File: src/hw/rtl/idle_timeout_wheel_unit_macros.svh
`ifndef IDLE_TIMEOUT_WHEEL_UNIT_MACROS_SVH
`define IDLE_TIMEOUT_WHEEL_UNIT_MACROS_SVH

`ifndef SYNTH
`define ITW_ASSERT_NOW(lbl, ante, cons) \
	lbl: assert property (@(posedge clk) disable iff (!arst_n) (ante) |-> (cons)) \
		else $error("assertion failed");
`define ITW_ASSERT_NXT(lbl, ante, cons) \
	lbl: assert property (@(posedge clk) disable iff (!arst_n) (ante) |=> (cons)) \
		else $error("assertion failed");
`else
`define ITW_ASSERT_NOW(lbl, ante, cons)
`define ITW_ASSERT_NXT(lbl, ante, cons)
`endif

`endif

File: src/hw/rtl/itw_pkg.sv
package itw_pkg;

	localparam int WHEEL_SLOTS = 8;
	localparam int MAX_CONN = 64;

	localparam int ID_W = 6;
	localparam int DATA_W = ((ID_W + 7) / 8) * 8;
	localparam int SLOT_W = (WHEEL_SLOTS > 2) ? $clog2(WHEEL_SLOTS) : 1;
	localparam int ADDR_W = (MAX_CONN > 2) ? $clog2(MAX_CONN) : 1;
	localparam int CNT_W = $clog2(MAX_CONN + 1);

	localparam logic CMD_TOUCH = 1'b0;
	localparam logic CMD_TICK = 1'b1;

	typedef enum logic [1:0] {
		ST_IDLE,
		ST_SCAN,
		ST_FLUSH
	} state_t;

	typedef struct packed {
		logic valid;
		logic [ID_W-1:0] id;
		logic last;
	} push_t;

endpackage

File: src/hw/rtl/idle_timeout_wheel_unit.sv
// idle connection timing wheel
// input stream s_axis: tuser[0] is the command (0 touch, 1 tick), tdata[5:0]
// the connection id. a touch records the id in the current slot (moving it
// if it was held elsewhere); ids at or above the table size are ignored.
// a tick advances the slot pointer and reports every id held in the new
// slot on m_axis, ascending, tlast on the final one, and frees those ids.
// a touch leaves the block idle, so touches can stream back to back.
// a tick holds off new requests until its scan and flush are through:
// the slot table sits in one memory with one read port and the scan reads
// one entry per cycle while m_axis does not stall.
// each hit is held until the next hit or the end of the scan settles tlast,
// so an expired id shows on m_axis only once the next hit or the end of
// the scan has come.
// a full output register with tready low holds the scan until it drains;
// no new request is taken until the scan and its last result are handed on.
// reset clears the slot pointer and the per-id valid flops at once, so the
// block is ready right after reset with no clearing pass; the output
// register empties.
`include "idle_timeout_wheel_unit_macros.svh"

module idle_timeout_wheel_unit (
	input  logic                        clk,
	input  logic                        arst_n,
	input  logic                        s_axis_tvalid,
	output logic                        s_axis_tready,
	input  logic [itw_pkg::DATA_W-1:0]  s_axis_tdata,  // conn_id
	input  logic [0:0]                  s_axis_tuser,  // cmd
	output logic                        m_axis_tvalid,
	input  logic                        m_axis_tready,
	output logic [itw_pkg::DATA_W-1:0]  m_axis_tdata,  // expired_id
	output logic                        m_axis_tlast
);

	itw_pkg::state_t state_q, state_d;

	logic [itw_pkg::SLOT_W-1:0]   cur_q;
	logic [itw_pkg::MAX_CONN-1:0] vld_q;
	logic [itw_pkg::CNT_W-1:0]    cnt_q;
	logic                         scan_vld_s1;
	logic [itw_pkg::ADDR_W-1:0]   scan_idx_s1;
	logic                         pend_vld_q;
	logic [itw_pkg::ADDR_W-1:0]   pend_idx_q;

	logic [itw_pkg::ID_W-1:0]   conn_id;
	logic                       in_acc;
	logic                       id_ok;
	logic                       touch_we;
	logic                       tick;
	logic [itw_pkg::SLOT_W-1:0] cur_next;
	logic [itw_pkg::SLOT_W-1:0] rd_data;
	logic [itw_pkg::ADDR_W-1:0] rd_addr;
	logic                       match;
	logic                       stall;
	logic                       issue;
	logic                       scan_done;
	logic                       out_free;
	itw_pkg::push_t             push;

	assign conn_id = s_axis_tdata[itw_pkg::ID_W-1:0];
	assign in_acc = s_axis_tvalid && s_axis_tready;
	assign id_ok = {1'b0, conn_id} < (itw_pkg::ID_W + 1)'(itw_pkg::MAX_CONN);
	assign touch_we = in_acc && (s_axis_tuser[0] == itw_pkg::CMD_TOUCH) && id_ok;
	assign tick = in_acc && (s_axis_tuser[0] == itw_pkg::CMD_TICK);
	assign cur_next = (cur_q == itw_pkg::SLOT_W'(itw_pkg::WHEEL_SLOTS - 1)) ?
		'0 : cur_q + 1'b1;

	assign match = scan_vld_s1 && vld_q[scan_idx_s1] && (rd_data == cur_q);
	assign stall = match && pend_vld_q && !out_free;
	assign issue = (state_q == itw_pkg::ST_SCAN) &&
		(cnt_q < itw_pkg::CNT_W'(itw_pkg::MAX_CONN));
	assign scan_done = (state_q == itw_pkg::ST_SCAN) && !scan_vld_s1 && !issue;
	assign rd_addr = stall ? scan_idx_s1 : cnt_q[itw_pkg::ADDR_W-1:0];

	itw_slot_ram #(
		.DEPTH(itw_pkg::MAX_CONN),
		.AW(itw_pkg::ADDR_W),
		.DW(itw_pkg::SLOT_W)
	) u_ram (
		.clk(clk),
		.we(touch_we),
		.waddr(conn_id[itw_pkg::ADDR_W-1:0]),
		.wdata(cur_q),
		.raddr(rd_addr),
		.rdata(rd_data)
	);

	itw_out_stage u_out (
		.clk(clk),
		.arst_n(arst_n),
		.push(push),
		.free(out_free),
		.m_axis_tvalid(m_axis_tvalid),
		.m_axis_tready(m_axis_tready),
		.m_axis_tdata(m_axis_tdata),
		.m_axis_tlast(m_axis_tlast)
	);

	always_comb begin
		state_d = state_q;
		case (state_q)
			itw_pkg::ST_IDLE: begin
				if (tick) begin
					state_d = itw_pkg::ST_SCAN;
				end
			end
			itw_pkg::ST_SCAN: begin
				if (scan_done) begin
					state_d = itw_pkg::ST_FLUSH;
				end
			end
			itw_pkg::ST_FLUSH: begin
				if (!pend_vld_q || out_free) begin
					state_d = itw_pkg::ST_IDLE;
				end
			end
			default: begin
				state_d = itw_pkg::ST_IDLE;
			end
		endcase
	end

	always_comb begin
		s_axis_tready = 1'b0;
		push.valid = 1'b0;
		push.id = itw_pkg::ID_W'(pend_idx_q);
		push.last = 1'b0;
		case (state_q)
			itw_pkg::ST_IDLE: begin
				s_axis_tready = 1'b1;
			end
			itw_pkg::ST_SCAN: begin
				// a new hit shows the held one was not the last
				push.valid = match && pend_vld_q && out_free;
			end
			itw_pkg::ST_FLUSH: begin
				push.valid = pend_vld_q && out_free;
				push.last = 1'b1;
			end
			default: begin
				s_axis_tready = 1'b0;
			end
		endcase
	end

	always_ff @(posedge clk or negedge arst_n) begin
		if (!arst_n) begin
			state_q <= itw_pkg::ST_IDLE;
			cur_q <= '0;
			vld_q <= '0;
			cnt_q <= '0;
			scan_vld_s1 <= 1'b0;
			pend_vld_q <= 1'b0;
		end else begin
			state_q <= state_d;
			if (tick) begin
				cur_q <= cur_next;
				cnt_q <= '0;
			end else if (issue && !stall) begin
				cnt_q <= cnt_q + 1'b1;
			end
			if (touch_we) begin
				vld_q[conn_id[itw_pkg::ADDR_W-1:0]] <= 1'b1;
			end else if (match && !stall) begin
				vld_q[scan_idx_s1] <= 1'b0;
			end
			if (!stall) begin
				scan_vld_s1 <= issue;
			end
			if (match && !stall) begin
				pend_vld_q <= 1'b1;
			end else if ((state_q == itw_pkg::ST_FLUSH) && out_free) begin
				pend_vld_q <= 1'b0;
			end
		end
	end

	always_ff @(posedge clk) begin
		if (issue && !stall) begin
			scan_idx_s1 <= cnt_q[itw_pkg::ADDR_W-1:0];
		end
		if (match && !stall) begin
			pend_idx_q <= scan_idx_s1;
		end
	end

	`ITW_ASSERT_NOW(a_idle_no_pend, state_q == itw_pkg::ST_IDLE, !pend_vld_q && !scan_vld_s1)
	`ITW_ASSERT_NXT(a_tick_starts_scan, tick, state_q == itw_pkg::ST_SCAN && cnt_q == '0)
	`ITW_ASSERT_NXT(a_hit_clears_valid, match && !stall, !vld_q[$past(scan_idx_s1)])
	`ITW_ASSERT_NOW(a_cnt_bound, 1'b1, cnt_q <= itw_pkg::CNT_W'(itw_pkg::MAX_CONN))
	`ITW_ASSERT_NOW(a_last_only_flush, push.valid && push.last, state_q == itw_pkg::ST_FLUSH)

endmodule

File: src/hw/rtl/itw_slot_ram.sv
module itw_slot_ram #(
	parameter int DEPTH = 64,
	parameter int AW = 6,
	parameter int DW = 3
) (
	input  logic          clk,
	input  logic          we,
	input  logic [AW-1:0] waddr,
	input  logic [DW-1:0] wdata,
	input  logic [AW-1:0] raddr,
	output logic [DW-1:0] rdata
);

	logic [DW-1:0] mem [DEPTH];

	always_ff @(posedge clk) begin
		if (we) begin
			mem[waddr] <= wdata;
		end
	end

	always_ff @(posedge clk) begin
		rdata <= mem[raddr];
	end

endmodule

File: src/hw/rtl/itw_out_stage.sv
module itw_out_stage (
	input  logic                        clk,
	input  logic                        arst_n,
	input  itw_pkg::push_t              push,
	output logic                        free,
	output logic                        m_axis_tvalid,
	input  logic                        m_axis_tready,
	output logic [itw_pkg::DATA_W-1:0]  m_axis_tdata,
	output logic                        m_axis_tlast
);

	logic                     vld_q;
	logic [itw_pkg::ID_W-1:0] id_q;
	logic                     last_q;

	assign free = !vld_q || m_axis_tready;
	assign m_axis_tvalid = vld_q;
	assign m_axis_tdata = itw_pkg::DATA_W'(id_q);
	assign m_axis_tlast = last_q;

	always_ff @(posedge clk or negedge arst_n) begin
		if (!arst_n) begin
			vld_q <= 1'b0;
		end else if (push.valid) begin
			vld_q <= 1'b1;
		end else if (m_axis_tready) begin
			vld_q <= 1'b0;
		end
	end

	always_ff @(posedge clk) begin
		if (push.valid) begin
			id_q <= push.id;
			last_q <= push.last;
		end
	end

endmodule

File: config.mk
export PLATFORM = sky130hd
export DESIGN_NAME = idle_timeout_wheel_unit
export DESIGN_NICKNAME = d
export VERILOG_FILES = /design/src/hw/rtl/itw_pkg.sv /design/src/hw/rtl/idle_timeout_wheel_unit.sv /design/src/hw/rtl/itw_slot_ram.sv /design/src/hw/rtl/itw_out_stage.sv
export VERILOG_INCLUDE_DIRS = /design/src /design/src/hw/rtl
export SDC_FILE = /design/constraint.sdc
export NUM_CORES = 1
export LEC_CHECK = 0
export ABC_AREA = 0
export BUFFER_PORTS_ARGS = -buffer_cell sky130_fd_sc_hd__buf_2
export CORE_MARGIN = 2
export CORE_UTILIZATION = 60
export CTS_CLUSTER_DIAMETER = 60
export DETAILED_ROUTE_END_ITERATION = 12
export GPL_TIMING_DRIVEN = 0
export MAX_ROUTING_LAYER = met4
export PLACE_DENSITY = 0.77
export SLEW_MARGIN = 20
export SYNTH_ARGS = -nofsm -noshare
export SYNTH_HDL_FRONTEND = slang
export SYNTH_SLANG_ARGS = --single-unit
File: constraint.sdc
create_clock -name clk -period 4 [get_ports clk]
set_input_delay 0.2 -clock clk [delete_from_list [all_inputs] [get_ports clk]]
set_output_delay 0.2 -clock clk [all_outputs]
set_load 0.05 [all_outputs]
==> flow_metrics.env, run 1 <==
export IMPL_synth_top_cells_by_count="211 x edfxtp_1, 128 x nor2_1, 79 x dfrtp_1"
export IMPL_cts_buffers=29
export IMPL_worstSetupPathType="register to register"
export IMPL_p_sw_mw=3.31
export IMPL_power_frac_comb_pct=31.7
export IMPL_antenna_found_initial=1
export IMPL_multiInputGateArea_um2=4570
export IMPL_num_rows=53
export IMPL_clockRootBuffer="clkbuf_16"
export IMPL_drv_cap=0
export IMPL_wl_met3_um=3690
export IMPL_yosys_warnings=0
export IMPL_whs_path_depth=4
export IMPL_synth_cell_types=80
export IMPL_synthesis_instances=970
export IMPL_hold_viol=0
export IMPL_synth_mux_area_share_pct=8.11
export IMPL_drt_iter0_markers=1381
export IMPL_r2r_end="u_ram.rdata[1]"
export IMPL_yosys_area_share_adder_pct=0.582
export IMPL_leakagePower_nw=5.60
export IMPL_max_vdd_ir_drop_v=0.000482
export IMPL_clockPowerShare_pct=27.8
export IMPL_critPathArrivalTime_ps=4350
export IMPL_routed_wl_um=36400
export IMPL_switching_share_pct=33.1
export IMPL_pwr_density_cell_nw_per_um2=666
export IMPL_r2r_slack_ps=70
export IMPL_n_fill_cell=1390
export IMPL_design_core_area_um2=21100
export IMPL_skew_ps=14.3
export IMPL_syn_to_final_growth_pct=16.7
export IMPL_clock_sinks=293
export IMPL_die_h_um=151
export IMPL_cts_htree_levels=1
export IMPL_placed_area_um2=13400
export IMPL_critPathLaunchType="register"
export IMPL_grt_overflow=0
export IMPL_clk_pin_slew_ps=60
export IMPL_finalMaxSlewViolations=0
export IMPL_design_area_um2=15100
export IMPL_synth_ff_type="edfxtp_1"
export IMPL_period_share_pct=98.2
export IMPL_crit_path_end_kind="register"
export IMPL_synth_edf_count=211
export IMPL_fin_tns_setup_ps=0
export IMPL_hp_start="m_axis_tready"
export IMPL_vias=9112
export IMPL_min_path_type="input pin to register"
export IMPL_cp_required_ps=4420
export IMPL_grt_pass1_wl_um=53100
export IMPL_grt_max_degree=51
export IMPL_hold_end="pend_vld_q"
export IMPL_yosys_area_top_type="edfxtp_1"
export IMPL_die_x_um=151
export IMPL_reg2reg_depth=16
export IMPL_cts_tree="built"
export IMPL_r2r_start="scan_idx_s1[0]"
export IMPL_nets=1062
export IMPL_seqCellArea_um2=8380
export IMPL_drive_gt1_share_pct=21.4
export IMPL_vias_per_cell=6.79
export IMPL_synth_area_top_cells="edfxtp_1 49%, dfrtp_1 15%, mux2i_1 5.4%, nor2_1 3.7%, o22a_1 2.4%"
export IMPL_synth_top_family_by_area="compound AO/OA/AOI/OAI gates"
export IMPL_clock_latency_ps=550
export IMPL_gr_usage_all_layers_pct=33.3
export IMPL_gp_congestion=0.988
export IMPL_wl_met1_um=14100
export IMPL_path_max_fanout=10
export IMPL_synth_async_sr_flop_share_pct=27.0
export IMPL_max_slew_margin_pct=40.2
export IMPL_fmax_ghz=0.255
export IMPL_yosys_area_top_type_share_pct=49.1
export IMPL_tightestPinTransition_ps=872
export IMPL_synth_compound_area_share_pct=12.0
export IMPL_finalWorstPathRequiredPeriod_ps=3930
export IMPL_dieArea_um2=22700
export IMPL_syn_cell_area_um2=12900
export IMPL_syn_avg_cell_area_um2=13.3
export IMPL_port_buffers=16
export IMPL_synth_most_common_cell="edfxtp_1"
export IMPL_seqPwrFrac_pct=40.5
export IMPL_dpl_hpwl_um=25500
export IMPL_start_util_pct=61.2
export IMPL_grt_pass1_vias=8631
export IMPL_setup_violations=0
export IMPL_p_int_mw=6.71
export IMPL_io_pins=24
export IMPL_synth_seq_cells=293
export IMPL_seq_area_frac_synth_pct=64.9
export IMPL_outcome="finished clean"
export IMPL_synth_simple_area_share_pct=11.3
export IMPL_synthXorXnorAreaFrac_pct=0.543
export IMPL_worstSetupStartpoint="scan_idx_s1[0]"
export IMPL_top_layer_used="met4"
export IMPL_ant_nets=0
export IMPL_dr_pass1_iters=8
export IMPL_cts_root_to_sink_buffers=3
export IMPL_rsz0062_at_grt="true"
export IMPL_wl_per_cell_um=27.1
export IMPL_post_route_drc_count=0
export IMPL_wl_met2_um=17100
power groups by stage:
stage	clock, mW	sequential, mW	combinational, mW
floorplan	0	4.08	1.82
global placement	0	4.27	2.41
detailed placement	0	4.11	2.69
CTS	2.80	4.04	2.86
global route	2.92	4.08	3.36
finish	2.79	4.05	3.18
sequential cells by signal (all words and copies together) (netlist names):
signal               flops
u_out.m_axis_tvalid      1
scan_idx_s1              6
cnt_q                    7
pend_idx_q               6
scan_vld_s1              1
cur_q                    3
pend_vld_q               1
u_ram.mem              192
state_q                  2
u_out.m_axis_tlast       1
u_ram.rdata              3
u_out.id_q               6
vld_q                   64
final cells by class:
type | count | area share, %
Multi-Input combinational cell | 618 | 30.4
Buffer | 45 | 2.36
Clock inverter | 20 | 1.49
Timing Repair Buffer | 43 | 2.43
Inverter | 13 | 0.349
Tap cell | 275 | 2.29
Antenna cell | 1 | 0.0166
Clock buffer | 34 | 5.08
Sequential cell | 293 | 55.6
kinds of logic (layout without fill, tap and decap cells):
group | count (synthesis) | count (layout)
compound gates | 205 | 205
fa+ha+maj | 6 | 6
simple gates | 301 | 301
other cells | 1 | 3
xor+xnor | 8 | 8
flops | 293 | 293
buf+inv | 60 | 155
mux | 96 | 96
worst max-delay path: stages, from the launching register on:
cell,delay [ps]
edfxtp_1,410
buf_6,150
buf_4,120
buf_4,140
mux4_2,440
nor2_1,130
or3_4,150
o211ai_1,100
or4_4,610
o211a_4,180
buf_4,170
buf_6,160
mux2_1,340
o211ai_1,280
a31oi_2,160
o311ai_2,120
o41ai_2,110
stage by stage:
step           worst slack [ps]  util, %  total power [mW]  hold slack, ps  std cells
6_report                   73.8     71.4              10.0            41.4       1342
5_1_grt                   -57.5     71.4              10.4             123       1342
4_1_cts                    2.47     69.5              9.69            34.7       1330
3_5_place_dp               -723     63.7              6.80             198       1266
3_3_place_gp              -1270     63.2              6.68             403       1262
2_1_floorplan               413        -              5.90           -95.6        971
what timing repair did:
action | CTS | global route
hold buffers | 1 | 0
endpoints found under the hold margin | 36 | 0
pin swaps | 5 | 17
setup endpoints to repair | 44 | 62
gates resized for setup | 39 | 74
buffers inserted | 9 | 13
cells in the final DEF (no fill, tap or decap), types with 8 or more instances in the layout:
cell type	n
a211oi_1	12
a21oi_1	37
a22o_1	8
a31oi_1	8
and3_1	19
buf_2	19
buf_4	28
buf_6	11
clkbuf_1	13
clkbuf_16	29
dfrtp_1	76
edfxtp_1	211
inv_1	12
mux2_2	14
mux2i_1	58
mux2i_2	8
nand2_1	54
nand3_1	26
nand3b_1	11
nor2_1	121
nor2b_1	8
o2111ai_1	8
o211ai_1	8
o21ai_0	9
o22a_1	36
o22ai_1	11
worst max path at each step:
stage,slack (ps),endpoint,depth (start not counted)
floorplan,410,u_ram.rdata[1],14
global placement,-1270,u_ram.rdata[0],12
detailed placement,-720,u_ram.rdata[2],13
CTS,2,u_ram.rdata[2],16
global route,-60,u_ram.rdata[1],15
finish,70,u_ram.rdata[1],16
per-layer routing:
| metal | up-vias | GRT usage, % |
|---|---|---|
| met5 | - | - |
| met4 | 0 | 12.2 |
| met3 | 121 | 5.27 |
| met2 | 651 | 51.3 |
| met1 | 4478 | 45.5 |
| li1 | 3862 | - |
Note: power is estimated with default switching activity, not from simulation.
==> inputs of run 2 (changes only) <==
--- a/config.mk
+++ b/config.mk
@@ -9,12 +9,13 @@
 export ABC_AREA = 0
 export BUFFER_PORTS_ARGS = -buffer_cell sky130_fd_sc_hd__buf_2
 export CORE_MARGIN = 2
-export CORE_UTILIZATION = 60
+export CORE_UTILIZATION = 63
 export CTS_CLUSTER_DIAMETER = 60
+export CTS_CLUSTER_SIZE = 14
 export DETAILED_ROUTE_END_ITERATION = 12
 export GPL_TIMING_DRIVEN = 0
 export MAX_ROUTING_LAYER = met4
-export PLACE_DENSITY = 0.77
+export PLACE_DENSITY = 0.8
 export SLEW_MARGIN = 20
 export SYNTH_ARGS = -nofsm -noshare
 export SYNTH_HDL_FRONTEND = slang
==> run 2 against run 1 <==
Cell area down 2.8%. Sequential cell count is the same. Power shrank 6.5%. Critical endpoint is now u_ram.rdata[2]. Largest cell class unchanged. Highest routed layer unchanged.
==> flow_metrics.env, run 2 (synthesis results as in run 1) <==
export IMPL_clockRootBuffer="clkbuf_16"
export IMPL_grt_pass1_wl_um=53200
export IMPL_skew_ps=27.0
export IMPL_clk_pin_slew_ps=70
export IMPL_vias=8992
export IMPL_cts_root_to_sink_buffers=3
export IMPL_period_share_pct=99.1
export IMPL_whs_path_depth=4
export IMPL_cts_htree_levels=1
export IMPL_grt_pass1_vias=8949
export IMPL_drt_iter0_markers=1309
export IMPL_hold_viol=0
export IMPL_wl_per_cell_um=26.8
export IMPL_finalPower_mw=9.37
export IMPL_die_x_um=147
export IMPL_finalMaxSlewViolations=0
export IMPL_gr_usage_all_layers_pct=34.0
export IMPL_cts_buffers=25
export IMPL_post_route_util_pct=72.6
export IMPL_tightestPinTransition_ps=924
export IMPL_grt_overflow=0
export IMPL_routed_wl_um=35500
export IMPL_diodes=0
export IMPL_fin_hold_ws_ps=79.0
export IMPL_post_route_drc_count=0
export IMPL_die_h_um=147
export IMPL_dpl_hpwl_um=25300
export IMPL_cts_tree="built"
export IMPL_worstSetupPathType="register to register"
export IMPL_final_cell_mix="211 x edfxtp_1, 122 x nor2_1, 76 x dfrtp_1"
export IMPL_top_regs="u_ram.mem x192, vld_q x64, cnt_q x7"
export IMPL_largest_reg_flops=192
export IMPL_vias_per_cell=6.78
export IMPL_final_common_cell="edfxtp_1"
export IMPL_drive_gt1_share_pct=17.6
export IMPL_min_path_type="input pin to register"
export IMPL_n_fill_cell=1345
export IMPL_finalWorstPathRequiredPeriod_ps=3960
export IMPL_reg2reg_depth=15
export IMPL_path_max_fanout=10
export IMPL_pwr_density_cell_nw_per_um2=640
export IMPL_dieArea_um2=21600
export IMPL_grt_max_degree=47
export IMPL_seqCellArea_um2=8380
export IMPL_fmax_ghz=0.252
export IMPL_ant_nets=0
export IMPL_num_rows=52
export IMPL_max_slew_margin_pct=36.6
export IMPL_multiInputGateArea_um2=4460
export IMPL_syn_to_final_growth_pct=13.4
export IMPL_critPathArrivalTime_ps=4370
export IMPL_cp_required_ps=4400
export IMPL_rsz0062_at_grt="true"
export IMPL_drv_cap=0
export IMPL_critPathLaunchType="register"
export IMPL_crit_path_end_kind="register"
export IMPL_clock_latency_ps=550
export IMPL_outcome="finished clean"
export IMPL_largest_register="u_ram.mem"
export IMPL_max_vdd_ir_drop_v=0.000457
export IMPL_port_buffers=16
export IMPL_leakagePower_nw=5.44
export IMPL_dr_pass1_iters=6
export IMPL_start_util_pct=64.0
export IMPL_clock_sinks=293
export IMPL_design_core_area_um2=20200
export IMPL_nets=1057
export IMPL_gp_congestion=1.03
export IMPL_io_pins=24
export IMPL_setup_violations=0
export IMPL_antenna_found_initial=0
export IMPL_r2r_slack_ps=40
export IMPL_fin_tns_setup_ps=0
export IMPL_layoutNonFillerInstCount=1327
export IMPL_place_inst=1261
==> run 2: cell count changes in the layout (fill, tap and decap cells not counted), moves of 3 or more <==
cell,delta
buf_2,+3
bufinv_16,-4
clkbuf_1,+15
clkbuf_16,-4
clkbuf_4,-3
clkinv_2,-6
clkinv_4,-3
clkinvlp_4,-4
mux2i_1,+3
nor2b_2,-3
o2111ai_1,+4
o2111ai_2,-4
==> run 2: per-stage QoR <==
step                      area, um^2  worst slack (ps)
final                          14600              36.2
after global routing           14600             -31.1
after CTS                      14400             -25.7
after detailed placement       13400              -750
after global placement         13300             -1200
after floorplan                12900               413
==> run 2: what timing repair did <==
item,in CTS,in global routing
hold buffers,1,0
endpoints found under the hold margin,35,0
gates resized for setup,38,42
pin swaps,4,9
buffers inserted,8,11
endpoints found under the setup margin,41,66
==> run 2: final timing paths <==
path | start | endpoint
max | scan_idx_s1[0] | u_ram.rdata[2]
max in group asynchronous | arst_n | vld_q[22]
min reg2reg | pend_idx_q[2] | u_out.id_q[2]
min in group asynchronous | arst_n | cnt_q[5]
min | m_axis_tready | pend_vld_q
max reg2reg | scan_idx_s1[0] | u_ram.rdata[2]
==> run 2: layout make-up <==
cell class                      instances  area share, %
Sequential cell                       293           57.3
Buffer                                 47           2.46
Tap cell                              270           2.31
Inverter                               13          0.333
Timing Repair Buffer                   40           2.18
Multi-Input combinational cell        618           30.5
Clock buffer                           43           4.80
Clock inverter                          3          0.180
==> run 2: critical path: stages, from the launching register on <==
cell and delay, ps:
edfxtp_1 480, buf_4 190, nor2b_1 170, a22o_1 210, a221oi_2 330, o2111ai_4 190
nor3_4 300, mux2_4 350, and2_1 160, buf_4 160, buf_12 150, buf_12 150
a2111oi_0 490, a31oi_1 110, a31oi_1 270, o41ai_2 80
==> run 2: where the power goes <==
part           leakage (nW)  total [mW]  switching (mW)  internal (mW)
clock                 0.349        2.27            1.08           1.20
sequential             3.01        4.06           0.295           3.76
combinational          2.09        3.04            1.80           1.24
==> run 2: per-layer routing <==
metal  GRT usage [%]  up-vias  routed length, um
met5               -        -                  0
met1            46.4     4443              13900
met4            12.3        0               1500
li1                -     3850                  -
met3            4.78      112               3400
met2            53.3      587              16700
